**config.mk**
```make
export PLATFORM = sky130hd
export DESIGN_NAME = fcb_front
export DESIGN_NICKNAME = d
export VERILOG_FILES = /design/src/sv/fcb_pkg.sv /design/src/sv/fcb_front.sv
export SDC_FILE = /design/constraint.sdc
export NUM_CORES = 1
export LEC_CHECK = 0
export BUFFER_PORTS_ARGS = -buffer_cell sky130_fd_sc_hd__buf_2
export CAP_MARGIN = 20
export CORE_AREA = 5 5 136 138
export CTS_CLUSTER_SIZE = 14
export DETAILED_ROUTE_END_ITERATION = 8
export DIE_AREA = 0 0 141 143
export PLACE_DENSITY_LB_ADDON = 0.25
export SLEW_MARGIN = 20
export SYNTH_ARGS = -nofsm -noshare
export SYNTH_HDL_FRONTEND = slang
export SYNTH_SLANG_ARGS = --single-unit
```
**constraint.sdc**
```tcl
create_clock -name aclk -period 5.6 [get_ports aclk]
set_input_delay 0.28 -clock aclk [delete_from_list [all_inputs] [get_ports aclk]]
set_output_delay 0.28 -clock aclk [all_outputs]
set_load 0.01 [all_outputs]
```
**src/sv/fcb_pkg.sv**
```systemverilog
// ----------------------------------------------------------------------------
// fcb_pkg: shared types for the clipped framebuffer blit unit
// Action codes, the classified command that travels from the front end to the
// back end, and the status the back end returns.
// ----------------------------------------------------------------------------
package fcb_pkg;

    typedef enum logic [1:0] {
        ACT_WR_SPRITE = 2'd0,
        ACT_WR_FRAME  = 2'd1,
        ACT_RD_FRAME  = 2'd2,
        ACT_BLIT      = 2'd3
    } action_t;

    // The sprite store is always 64 pixels wide.
    localparam int SPRITE_ROW  = 64;
    // Width used for byte address arithmetic (covers the largest store).
    localparam int WIDE_W      = 13;
    localparam int QUEUE_DEPTH = 2;
    localparam int QPTR_W      = 1;

    typedef struct packed {
        action_t           action;
        logic              addr_ok;
        logic [8:0]        address;
        logic [7:0]        data;
        logic [5:0]        src_x;
        logic [5:0]        src_y;
        logic signed [7:0] dest_x;
        logic signed [7:0] dest_y;
        logic              empty;
        logic [6:0]        col_first;
        logic [6:0]        col_last;
        logic [6:0]        row_first;
        logic [6:0]        row_last;
    } cmd_t;

    typedef struct packed {
        logic clearing;
        logic pop;
    } back_status_t;

endpackage

```
**src/sv/fcb_front.sv**
```systemverilog
// ----------------------------------------------------------------------------
// fcb_front: input stage of the blit unit
// Accepts beats, checks byte addresses against the store sizes, clips the
// blit rectangle to the screen, and queues the classified command.
// ----------------------------------------------------------------------------
module fcb_front #(
    parameter int SCREEN_WIDTH  = 64,
    parameter int SCREEN_HEIGHT = 32,
    parameter int SPRITE_HEIGHT = 64
) (
    input  logic                 aclk,
    input  logic                 aresetn,
    input  logic                 s_valid,
    output logic                 s_ready,
    input  logic [1:0]           s_action,
    input  logic [8:0]           s_address,
    input  logic [7:0]           s_data,
    input  logic [5:0]           s_src_x,
    input  logic [5:0]           s_src_y,
    input  logic [6:0]           s_width,
    input  logic [6:0]           s_height,
    input  logic signed [7:0]    s_dest_x,
    input  logic signed [7:0]    s_dest_y,
    input  fcb_pkg::back_status_t status,
    output fcb_pkg::cmd_t        q_cmd,
    output logic                 q_valid
);

    localparam int FRAME_BYTES  = SCREEN_WIDTH * ((SCREEN_HEIGHT + 7) / 8);
    localparam int SPRITE_BYTES = fcb_pkg::SPRITE_ROW * ((SPRITE_HEIGHT + 7) / 8);

    logic signed [10:0] dx_ext, dy_ext, neg_dx, neg_dy;
    logic signed [10:0] c0, c1, r0, r1, c_edge, r_edge, w_ext, h_ext, c1m1, r1m1;
    logic [fcb_pkg::WIDE_W-1:0] addr_wide;
    fcb_pkg::action_t act;
    fcb_pkg::cmd_t    cmd_in;

    fcb_pkg::cmd_t               q_mem_reg [fcb_pkg::QUEUE_DEPTH];
    logic [fcb_pkg::QPTR_W-1:0]  wr_ptr_reg, rd_ptr_reg;
    logic [fcb_pkg::QPTR_W:0]    count_reg;
    logic                        full, push;

    // Visible columns are [c0, c1) in rectangle coordinates; rows likewise.
    always_comb begin
        act    = fcb_pkg::action_t'(s_action);
        dx_ext = {{3{s_dest_x[7]}}, s_dest_x};
        dy_ext = {{3{s_dest_y[7]}}, s_dest_y};
        neg_dx = -dx_ext;
        neg_dy = -dy_ext;
        c0     = (neg_dx > 11'sd0) ? neg_dx : 11'sd0;
        r0     = (neg_dy > 11'sd0) ? neg_dy : 11'sd0;
        c_edge = $signed(11'(SCREEN_WIDTH)) - dx_ext;
        r_edge = $signed(11'(SCREEN_HEIGHT)) - dy_ext;
        w_ext  = $signed({4'b0, s_width});
        h_ext  = $signed({4'b0, s_height});
        c1     = (w_ext < c_edge) ? w_ext : c_edge;
        r1     = (h_ext < r_edge) ? h_ext : r_edge;
        c1m1   = c1 - 11'sd1;
        r1m1   = r1 - 11'sd1;

        addr_wide = {4'b0, s_address};

        cmd_in.action    = act;
        cmd_in.addr_ok   = (act == fcb_pkg::ACT_WR_SPRITE)
                         ? (addr_wide < fcb_pkg::WIDE_W'(SPRITE_BYTES))
                         : (addr_wide < fcb_pkg::WIDE_W'(FRAME_BYTES));
        cmd_in.address   = s_address;
        cmd_in.data      = s_data;
        cmd_in.src_x     = s_src_x;
        cmd_in.src_y     = s_src_y;
        cmd_in.dest_x    = s_dest_x;
        cmd_in.dest_y    = s_dest_y;
        cmd_in.empty     = (c1 <= c0) || (r1 <= r0);
        cmd_in.col_first = c0[6:0];
        cmd_in.col_last  = c1m1[6:0];
        cmd_in.row_first = r0[6:0];
        cmd_in.row_last  = r1m1[6:0];
    end

    assign full    = (count_reg == (fcb_pkg::QPTR_W + 1)'(fcb_pkg::QUEUE_DEPTH));
    assign s_ready = !full && !status.clearing;
    assign push    = s_valid && s_ready;
    assign q_valid = (count_reg != '0);
    assign q_cmd   = q_mem_reg[rd_ptr_reg];

    always_ff @(posedge aclk) begin
        if (!aresetn) begin
            wr_ptr_reg <= '0;
            rd_ptr_reg <= '0;
            count_reg  <= '0;
        end else begin
            if (push) begin
                wr_ptr_reg <= wr_ptr_reg + 1'b1;
            end
            if (status.pop) begin
                rd_ptr_reg <= rd_ptr_reg + 1'b1;
            end
            if (push && !status.pop) begin
                count_reg <= count_reg + 1'b1;
            end else if (!push && status.pop) begin
                count_reg <= count_reg - 1'b1;
            end
        end
    end

    always_ff @(posedge aclk) begin
        if (push) begin
            q_mem_reg[wr_ptr_reg] <= cmd_in;
        end
    end

    a_pop_needs_item: assert property (@(posedge aclk) disable iff (!aresetn)
        status.pop |-> q_valid)
        else $error("back end popped an empty command queue");

    a_count_bound: assert property (@(posedge aclk) disable iff (!aresetn)
        count_reg <= (fcb_pkg::QPTR_W + 1)'(fcb_pkg::QUEUE_DEPTH))
        else $error("command queue count overflowed");

    a_no_push_while_clearing: assert property (@(posedge aclk) disable iff (!aresetn)
        status.clearing |-> !push)
        else $error("beat accepted while the stores were being cleared");

endmodule

```
# Word level (Yosys, flattened, before mapping)
# Memory sizes are Yosys's and may differ from the RTL's. A register that Yosys moved wholly into a read port is not among the register bits.
# Cells that the tools add are included.
dict set report totals {
  output_inout_bits 79
  input_bits 66
  word_cells 45
  mem_bits_rw 154
  reg_bits 4
  n_memories 1
}
dict set report op_classes {
  n_mux 11
  magnitude_cmp 7
  n_eq_ne 1
  n_reduce_logical 12
  n_addsub 10
}
# name depth width read_ports rd_clocked_by_memory_dff wr line_no
set mem_list {}
lappend mem_list {q_mem_reg 2 77 1 1 1 fcb_front.sv:38} ;# fcb_pkg::cmd_t q_mem_reg [fcb_pkg::QUEUE_DEPTH];
# operator count
set ops {}
lappend ops {{2-to-1 mux 11 bit} 4}
lappend ops {{greater-than comparator 11 x 1 -> 1 bit (second input constant)} 2}
lappend ops {{<= comparator 11 bit} 2}
lappend ops {{negation 8 -> 11 bit} 2}
lappend ops {{less-than comparator 8 x 9 -> 1 bit} 2}
lappend ops {{subtractor 7 x 2 -> 7 bit (second input constant)} 2}
lappend ops {{less-than comparator 9 bit (second input constant)} 1}
lappend ops {{subtractor 7 x 8 -> 9 bit (first input constant)} 1}
lappend ops {{subtractor 8 x 8 -> 9 bit (first input constant)} 1}
lappend ops {{2-to-1 mux 1 bit} 5}
lappend ops {{logical AND 1 bit} 4}
lappend ops {{logical NOT 1 bit} 4}
lappend ops {{2-to-1 mux 2 bit} 2}
lappend ops {{nonzero test 2 bit} 2}
lappend ops {{adder 1 bit (second input constant)} 2}
lappend ops {{adder 2 x 1 -> 2 bit (second input constant)} 1}
lappend ops {{== test 2 bit (second input constant)} 1}
lappend ops {{logical NOT 2 bit} 1}
lappend ops {{subtractor 2 x 1 -> 2 bit (second input constant)} 1}
lappend ops {{logical OR 1 bit} 1}

# Depth between registers and ports, before layout
# Gate-level depths: netlist of the first run.
dict set report depth {
  word_depth 8
  ltp_mapped 21
  mapped_depth_nobuf 19
}

# Least setup slack after synthesis of the first run
# OpenSTA, ideal clock, no wires.
dict set report synth_timing {
  path_kind {reg-to-reg}
  startpoint {reg count_reg[0] in the netlist's numbering}
  endpoint {mem q_mem_reg[0][0] in the netlist's numbering, enable pin}
  t_required_ns 5.087
  setup_time_ns 0.513
  arrival_ns 4.091
  slack_ns 0.996
  path_buffers 0
  path_stages_with_launch 5
  period_less_slack_ns 4.604
  cell_sequence {dfxtp_1 > inv_1 > a21oi_1 > nand2_1 > nor2_1}
}
dict set report synth_via {
  elab_chain_len 6
}
# element line_no
set synth_lines {}
lappend synth_lines {{start, declared} fcb_front.sv:40} ;# logic [fcb_pkg::QPTR_W:0] count_reg;
lappend synth_lines {{start signal, assigned} fcb_front.sv:99} ;# count_reg <= count_reg + 1'b1;
lappend synth_lines {{start signal, assigned} fcb_front.sv:101} ;# count_reg <= count_reg - 1'b1;
lappend synth_lines {{== test 2 bit} fcb_front.sv:80} ;# assign full = (count_reg == (fcb_pkg::QPTR_W + 1)'(fcb_pkg::QUEUE_DEPTH));
lappend synth_lines {{logical NOT 1 bit} fcb_front.sv:81} ;# assign s_ready = !full && !status.clearing;
lappend synth_lines {{logical AND 1 bit} fcb_front.sv:81}
lappend synth_lines {{net s_ready} fcb_front.sv:14} ;# output logic s_ready,
lappend synth_lines {{logical AND 1 bit} fcb_front.sv:82} ;# assign push = s_valid && s_ready;
lappend synth_lines {{2-to-1 mux 1 bit} fcb_front.sv:107} ;# if (push) begin
lappend synth_lines {{2-to-1 mux 1 bit (implied by the code)} fcb_front.sv:108} ;# q_mem_reg[wr_ptr_reg] <= cmd_in;
lappend synth_lines {{end, declared} fcb_front.sv:38}
# The timed path passes the listed nets, and every way through them passes these cells.

==> metrics, run 1 <==
final WL 15.8 mm; Least-Margin Pin Slew 0.794 ns; R2R depth 5; Post-Syn Area 7520 um^2; main flop type after synthesis edfxtp_1; largest cells by area after synthesis edfxtp_1 62%, mux2_2 12%, ha_1 6.2%; fin crit share 78.2%; count leader, synth edfxtp_1; Routed Antenna Nets 0; syn avg cell area 14.5 um^2; dpl hpwl 11.0 mm; Final Max Tran Viols 0; Final setup viols 0; Sum Neg Setup Slack 0 ns; DRT iter0 DRCs 227; Die H 143 um; Worst EP arrival 4.53 ns; Clk pin slew, worst setup/hold paths 0.06 ns; crit-path max cell delay 0.59 ns; CTS resizes 0; top post-synthesis cells by count 154 x edfxtp_1, 79 x mux2_2, 37 x ha_1, 26 x inv_1, 22 x nor2_1; Vias/cell 5.15; critical path launch point s_dest_x[0]; sequential share of the synthesized area 62.8%; clk root buf clkbuf_16; WP buf/inv 3; Ant. Diodes 0; Stages on worst setup path 18; Clock Latency Late Sink 0.41 ns; Slew HR 47.0%; Die Area 20200 um^2; Via Count 4680; DR WL/cell 17.4 um; Startpoint Class input port; Warnings, synthesis 0; gr ovfl total 0; metal2 WL 7.92 mm; top cell type's share of synthesized area 61.5%; CP endpoint kind flop; max reg flops 154; initial antenna violation count 0; Num CTS Buffers 17; post-CTS setup buffer count 0; H-tree Lvls 4; critical setup path kind input port to flop; Worst path top cell family by delay compound AO/OA/AOI/OAI gates; Hold Path Class input port to flop; drt pass-1 iters 4; Final nets 773; core area 17100 um^2; gr usage total 16.1%; final hold vios 0; Pleak 0.00350 uW; number of synthesized flops with an enable pin 154; IO Port Bufs 144; post-synthesis cell type count 54; Hold Startpoint s_src_x[5]; critical-path maximum fanout 12; Max Cap Violations 0; final critical-path required period 4.38 ns; share of cells above drive strength 1 39.7%; CTS Sinks 159; critical path cell sequence buf_2, inv_1, ha_1, nand2b_1, nor4_2, xor2_1, inv_1, ha_1, o221ai_1, a21o_1, ha_1, o31ai_1, ha_1, nand4_1, nor3_1, a211oi_1, o41ai_1, a221o_1; ys async rst share 0%; Peak Freq 228 MHz; most used cell, CP ha_1; Final GP Congestion 0.835; Worst EP required 5.75 ns; outcome complete, no violations; number of global-route vias before repair 5041; CTS tree yes; pwr dens 327 nW/um^2; Die W 141 um; clk_skew 0.00543 ns; synthesized flop and latch total 159; maximum resistive drop on vdd 0.200 mV; DRC viols 0; met1 wire length 6.90 mm; crit path to q_mem_reg[0][28]; highest routed layer met4; largest net degree at the start of global routing 78; Critical R2R Capture q_mem_reg[0][13]; Starting Density 44.1%; first-pass GRT wire length 25.4 mm; reg-to-reg startpoint count_reg[0]; I/O pins 145; Met3 Wirelength 809 um; CP max-delay cell o31ai_1; dominant cell type by area after synthesis edfxtp_1; Cells after Synth 519; reg-to-reg slack, setup 3.01 ns; maximum clock insertion buffer count 2; hold_ws 0.0540 ns; CTS Hold Bufs 0; Synth-to-Final Area Change 20.5%; Row Count 48; RSZ-0062 raised after global routing false
-- layout make-up --
type / count / area (um^2)
clock inverters: 14 / 108
fillers: 1462 / 7990
multi-input cells: 319 / 2640
repair buffers: 147 / 776
flip-flops and latches: 159 / 4730
clock buffers: 18 / 429
well taps: 225 / 282
inverters: 26 / 97.6
-- report_power, final --
group / leakage (uW) / switching [uW] / total, uW / internal, uW
logic: 0.00179 / 287 / 509 / 223
registers: 0.00146 / 26.6 / 1420 / 1390
clock network: 0.000255 / 464 / 1040 / 572
-- through the flow --
| stage | cell area [um^2] | util, % | instances | total power, uW | worst slack (ns) |
|---|---|---|---|---|---|
| after global placement | 8480 | 49.7 | 874 | 1940 | 0.944 |
| after detailed placement | 8480 | 49.7 | 874 | 1960 | 0.835 |
| after global routing | 9060 | 53.1 | 908 | 3130 | 0.894 |
| after floorplan | 7530 | - | 521 | 1780 | 0.996 |
| after CTS | 9010 | 52.9 | 906 | 3000 | 1.23 |
| final | 9060 | 53.1 | 908 | 2970 | 1.22 |
-- per-layer routing --
layer,track usage (%),vias up
li1,-,2263
met1,19.6,2271
met2,28.0,132
met3,3.88,14
met4,5.51,0
met5,0,-
-- logic make-up after synthesis --
| group | after synthesis | share of synthesized area (%) |
|---|---|---|
| other cells | 1 | 0.0499 |
| simple gates | 102 | 7.37 |
| xor+xnor | 25 | 2.91 |
| flops | 159 | 62.8 |
| mux | 84 | 12.5 |
| compound gates | 67 | 5.76 |
| fa+ha+maj | 38 | 6.29 |
| buf+inv | 43 | 2.28 |
-- worst min-delay path by stage --
stage	endpoint	slack (ns)	cells past startpoint
after global placement	q_mem_reg[0][69]	0.47	1
after detailed placement	q_mem_reg[0][63]	0.47	1
after CTS	q_mem_reg[1][56]	0.03	1
after global routing	q_mem_reg[0][63]	0.03	1
after floorplan	q_mem_reg[0][29]	0.38	0
final	q_mem_reg[1][56]	0.05	1
-- placed cells by master (no fill, tap or decap), types with 3 or more instances in the layout --
cell and instances:
clkinvlp_4 3, ha_1 37, xor2_1 16, nor2b_1 3, mux2_2 79, nor2_1 21, and2_1 4, edfxtp_1 154
buf_2 144, inv_6 4, clkinv_4 3, o31ai_1 4, nand3_1 11, or2_2 7, clkbuf_16 17, nand2b_1 6
o21bai_1 3, or3_1 3, nor3_1 9, a21oi_1 18, mux2i_1 5, o21ai_0 18, nor3b_1 5, dfxtp_1 4
nand2_1 19, xnor2_1 9, inv_1 26, o21a_1 3, conb_1 3
(Power assumes the default switching activity.)
==> run 2: changes to the inputs <==
--- a/config.mk
+++ b/config.mk
@@ -5,12 +5,13 @@
 export SDC_FILE = /design/constraint.sdc
 export NUM_CORES = 1
 export LEC_CHECK = 0
+export ABC_AREA = 1
 export BUFFER_PORTS_ARGS = -buffer_cell sky130_fd_sc_hd__buf_2
 export CAP_MARGIN = 20
-export CORE_AREA = 5 5 136 138
+export CORE_AREA = 5 5 137 139
 export CTS_CLUSTER_SIZE = 14
 export DETAILED_ROUTE_END_ITERATION = 8
-export DIE_AREA = 0 0 141 143
+export DIE_AREA = 0 0 142 144
 export PLACE_DENSITY_LB_ADDON = 0.25
 export SLEW_MARGIN = 20
 export SYNTH_ARGS = -nofsm -noshare
==> constraint.sdc (replaced) <==
create_clock -name aclk -period 4.3 [get_ports aclk]
set_input_delay 0.215 -clock aclk [delete_from_list [all_inputs] [get_ports aclk]]
set_output_delay 0.215 -clock aclk [all_outputs]
set_load 0.01 [all_outputs]
==> metrics, run 2 <==
Starting Density 43.8% (was 44.1%); core area 17500 um^2 (was 17100 um^2); multi-input logic area 2670 um^2 (was 2640 um^2); final hold vios 0 (unchanged); Inst Count DP 1012 (was 874); Vias/cell 4.97 (was 5.15); Via Count 5383 (was 4680); Final Util 55.7% (was 53.1%); post-synthesis cell type count 32 (was 54); Synth-to-Final Area Change 27.1% (was 20.5%); Die H 144 um (was 143 um); count leader, synth edfxtp_1 (unchanged); met1 usage 20.6% (was 19.6%); most used cell, CP nand2_1 (was ha_1); Clock Latency Late Sink 0.43 ns (was 0.41 ns); Hold Path Class input port to flop (unchanged); Final Max Tran Viols 0 (unchanged); share of cells above drive strength 1 34.0% (was 39.7%); Slew HR 53.1% (was 47.0%); Num CTS Buffers 17 (unchanged); Least-Margin Pin Slew 0.702 ns (was 0.794 ns); Worst EP arrival 4.19 ns (was 4.53 ns); final WL 16.9 mm (was 15.8 mm); main flop type after synthesis edfxtp_1 (unchanged); sequential share of the synthesized area 61.5% (was 62.8%); GRT met2 Usage 29.0% (was 28.0%); synthesized flop and latch total 159 (unchanged); top post-synthesis cells by count 154 x edfxtp_1, 122 x nand2_1, 77 x mux2_2, 76 x inv_1, 42 x nor2_1 (was 154 x edfxtp_1, 79 x mux2_2, 37 x ha_1, 26 x inv_1, 22 x nor2_1); maximum clock insertion buffer count 2 (unchanged); crit-path max cell delay 0.53 ns (was 0.59 ns); CTS Sinks 159 (unchanged); dominant cell type by area after synthesis edfxtp_1 (unchanged); I/O pins 145 (unchanged); top cell type's share of synthesized area 60.2% (was 61.5%); Post-Syn Area 7690 um^2 (was 7520 um^2); CP endpoint kind flop (unchanged); critical-path maximum fanout 8 (was 12); clk root buf clkbuf_16 (unchanged); Worst EP required 4.48 ns (was 5.75 ns); number of global-route vias before repair 5553 (was 5041); clk_skew 0.00839 ns (was 0.00543 ns); syn avg cell area 12.0 um^2 (was 14.5 um^2); reg-to-reg startpoint count_reg[0] (unchanged); Top Usage Layer GRT met2 (unchanged); Cells after Synth 643 (was 519); most frequent cells in the layout 154 x edfxtp_1, 144 x buf_2, 121 x nand2_1, 77 x mux2_2, 76 x inv_1 (was 154 x edfxtp_1, 144 x buf_2, 79 x mux2_2, 37 x ha_1, 26 x inv_1); number of synthesized flops with an enable pin 154 (unchanged); Peak Freq 249 MHz; reg-to-reg slack, setup 2.11 ns (was 3.01 ns); pwr dens 404 nW/um^2 (was 327 nW/um^2); CTS tree yes (unchanged); fin crit share 93.4%; final critical-path required period 4.02 ns; Ant. Diodes 0 (unchanged); FILL cells 1466 (was 1462); Die Area 20400 um^2 (was 20200 um^2); Row Count 49 (was 48); DRC viols 0 (unchanged); Die W 142 um (was 141 um); Pleak 0.00412 uW (was 0.00350 uW); met3 GRT Util 4.03% (was 3.88%); Routed Antenna Nets 0 (unchanged); commonest non-fill, non-tap cell in the layout edfxtp_1 (unchanged); Power, Total 3950 uW (was 2970 uW); maximum resistive drop on vdd 0.262 mV (was 0.200 mV); Clk pin slew, worst setup/hold paths 0.07 ns (was 0.06 ns); max reg flops 154 (unchanged); largest cells by area after synthesis edfxtp_1 60%, mux2_2 11%, ha_1 6.0% (was edfxtp_1 62%, mux2_2 12%, ha_1 6.2%); gr ovfl total 0 (unchanged); Final setup viols 0 (unchanged); dpl hpwl 11.2 mm (was 11.0 mm); critical setup path kind input port to flop (unchanged); Startpoint Class input port (unchanged); outcome complete, no violations (unchanged); Warnings, synthesis 0 (unchanged); drt pass-1 iters 5 (was 4); FF+latch area 4730 um^2 (unchanged); Hold Startpoint s_dest_x[5] (was s_src_x[5]); IO Port Bufs 144 (unchanged); ys async rst share 0% (unchanged); H-tree Lvls 4 (unchanged); post-route insts no fill 1084 (was 908); DR WL/cell 15.6 um (was 17.4 um); CP max-delay cell dlygate4sd3_1 (was o31ai_1); critical path launch point s_dest_x[1] (was s_dest_x[0]); gr usage total 16.8% (was 16.1%); Final GP Congestion 0.971 (was 0.835); initial antenna violation count 0 (unchanged); Final nets 945 (was 773); largest net degree at the start of global routing 78 (unchanged); first-pass GRT wire length 27.0 mm (was 25.4 mm); Max Cap Violations 0 (unchanged); DRT iter0 DRCs 392 (was 227)
run 2: repair_timing:
item | in CTS | in global routing
hold buffers | 34 | 0
endpoints found under the hold margin | 68 | 0
gates resized for setup | 0 | 11
endpoints found under the setup margin | 0 | 7
setup buffers | 0 | 5
run 2: metal layers:
layer	part of all wire (%)	wire, um
met1	43	7230
met2	50	8370
met3	6.1	1020
met4	1.6	269
met5	0	0
run 2: report_power, final:
part | internal [uW] | total (uW) | switching [uW]
Clock | 779 | 1470 | 687
Combinational | 279 | 664 | 385
Sequential | 1800 | 1820 | 23.4
Total | 2850 | 3950 | 1090
run 2: worst paths after layout:
check / cells after the start / to
max: 32 / q_mem_reg[1][28]
min: 1 / q_mem_reg[1][42]
max reg2reg: 5 / q_mem_reg[0][36]
min reg2reg: 2 / rd_ptr_reg
run 2: cells by family after synthesis:
| logic type | share of synthesized area [%] |
|---|---|
| muxes | 11.3 |
| buffers and inverters | 4.57 |
| other | 0.0488 |
| xor gates and xnor gates | 0.798 |
| DFF | 61.5 |
| AOI/OAI and AO/OA | 3.32 |
| and+or+nand+nor | 12.5 |
| adders and majority gates | 6.02 |
run 2: worst max-delay path, delay by kind of cell:
| family | cells | cell delay [ns] |
|---|---|---|
| buf+inv | 8 | 1.16 |
| fa+ha+maj | 4 | 1.11 |
| compound gates | 2 | 0.17 |
| simple gates | 18 | 1.54 |
run 2: through the flow:
step           hold WS [ns]  TNS (ns)  setup WS [ns]  area [um^2]
2_1_floorplan         0.314    -35.63         -0.231         7690
3_3_place_gp          0.403         0          0.357         8740
3_5_place_dp          0.408         0          0.168         8740
4_1_cts             0.00190         0         0.0795         9670
5_1_grt             0.00486    -0.123        -0.0626         9770
6_report             0.0162         0          0.284         9770
run 2: final cells by class:
class                   instances  share of cell area, %
inverters                      81                   3.15
clock buffers                  17                   4.35
well taps                     229                   2.93
repair buffers                189                   12.2
multi-input cells             394                   27.3
clock inverters                15                   1.69
flip-flops and latches        159                   48.4
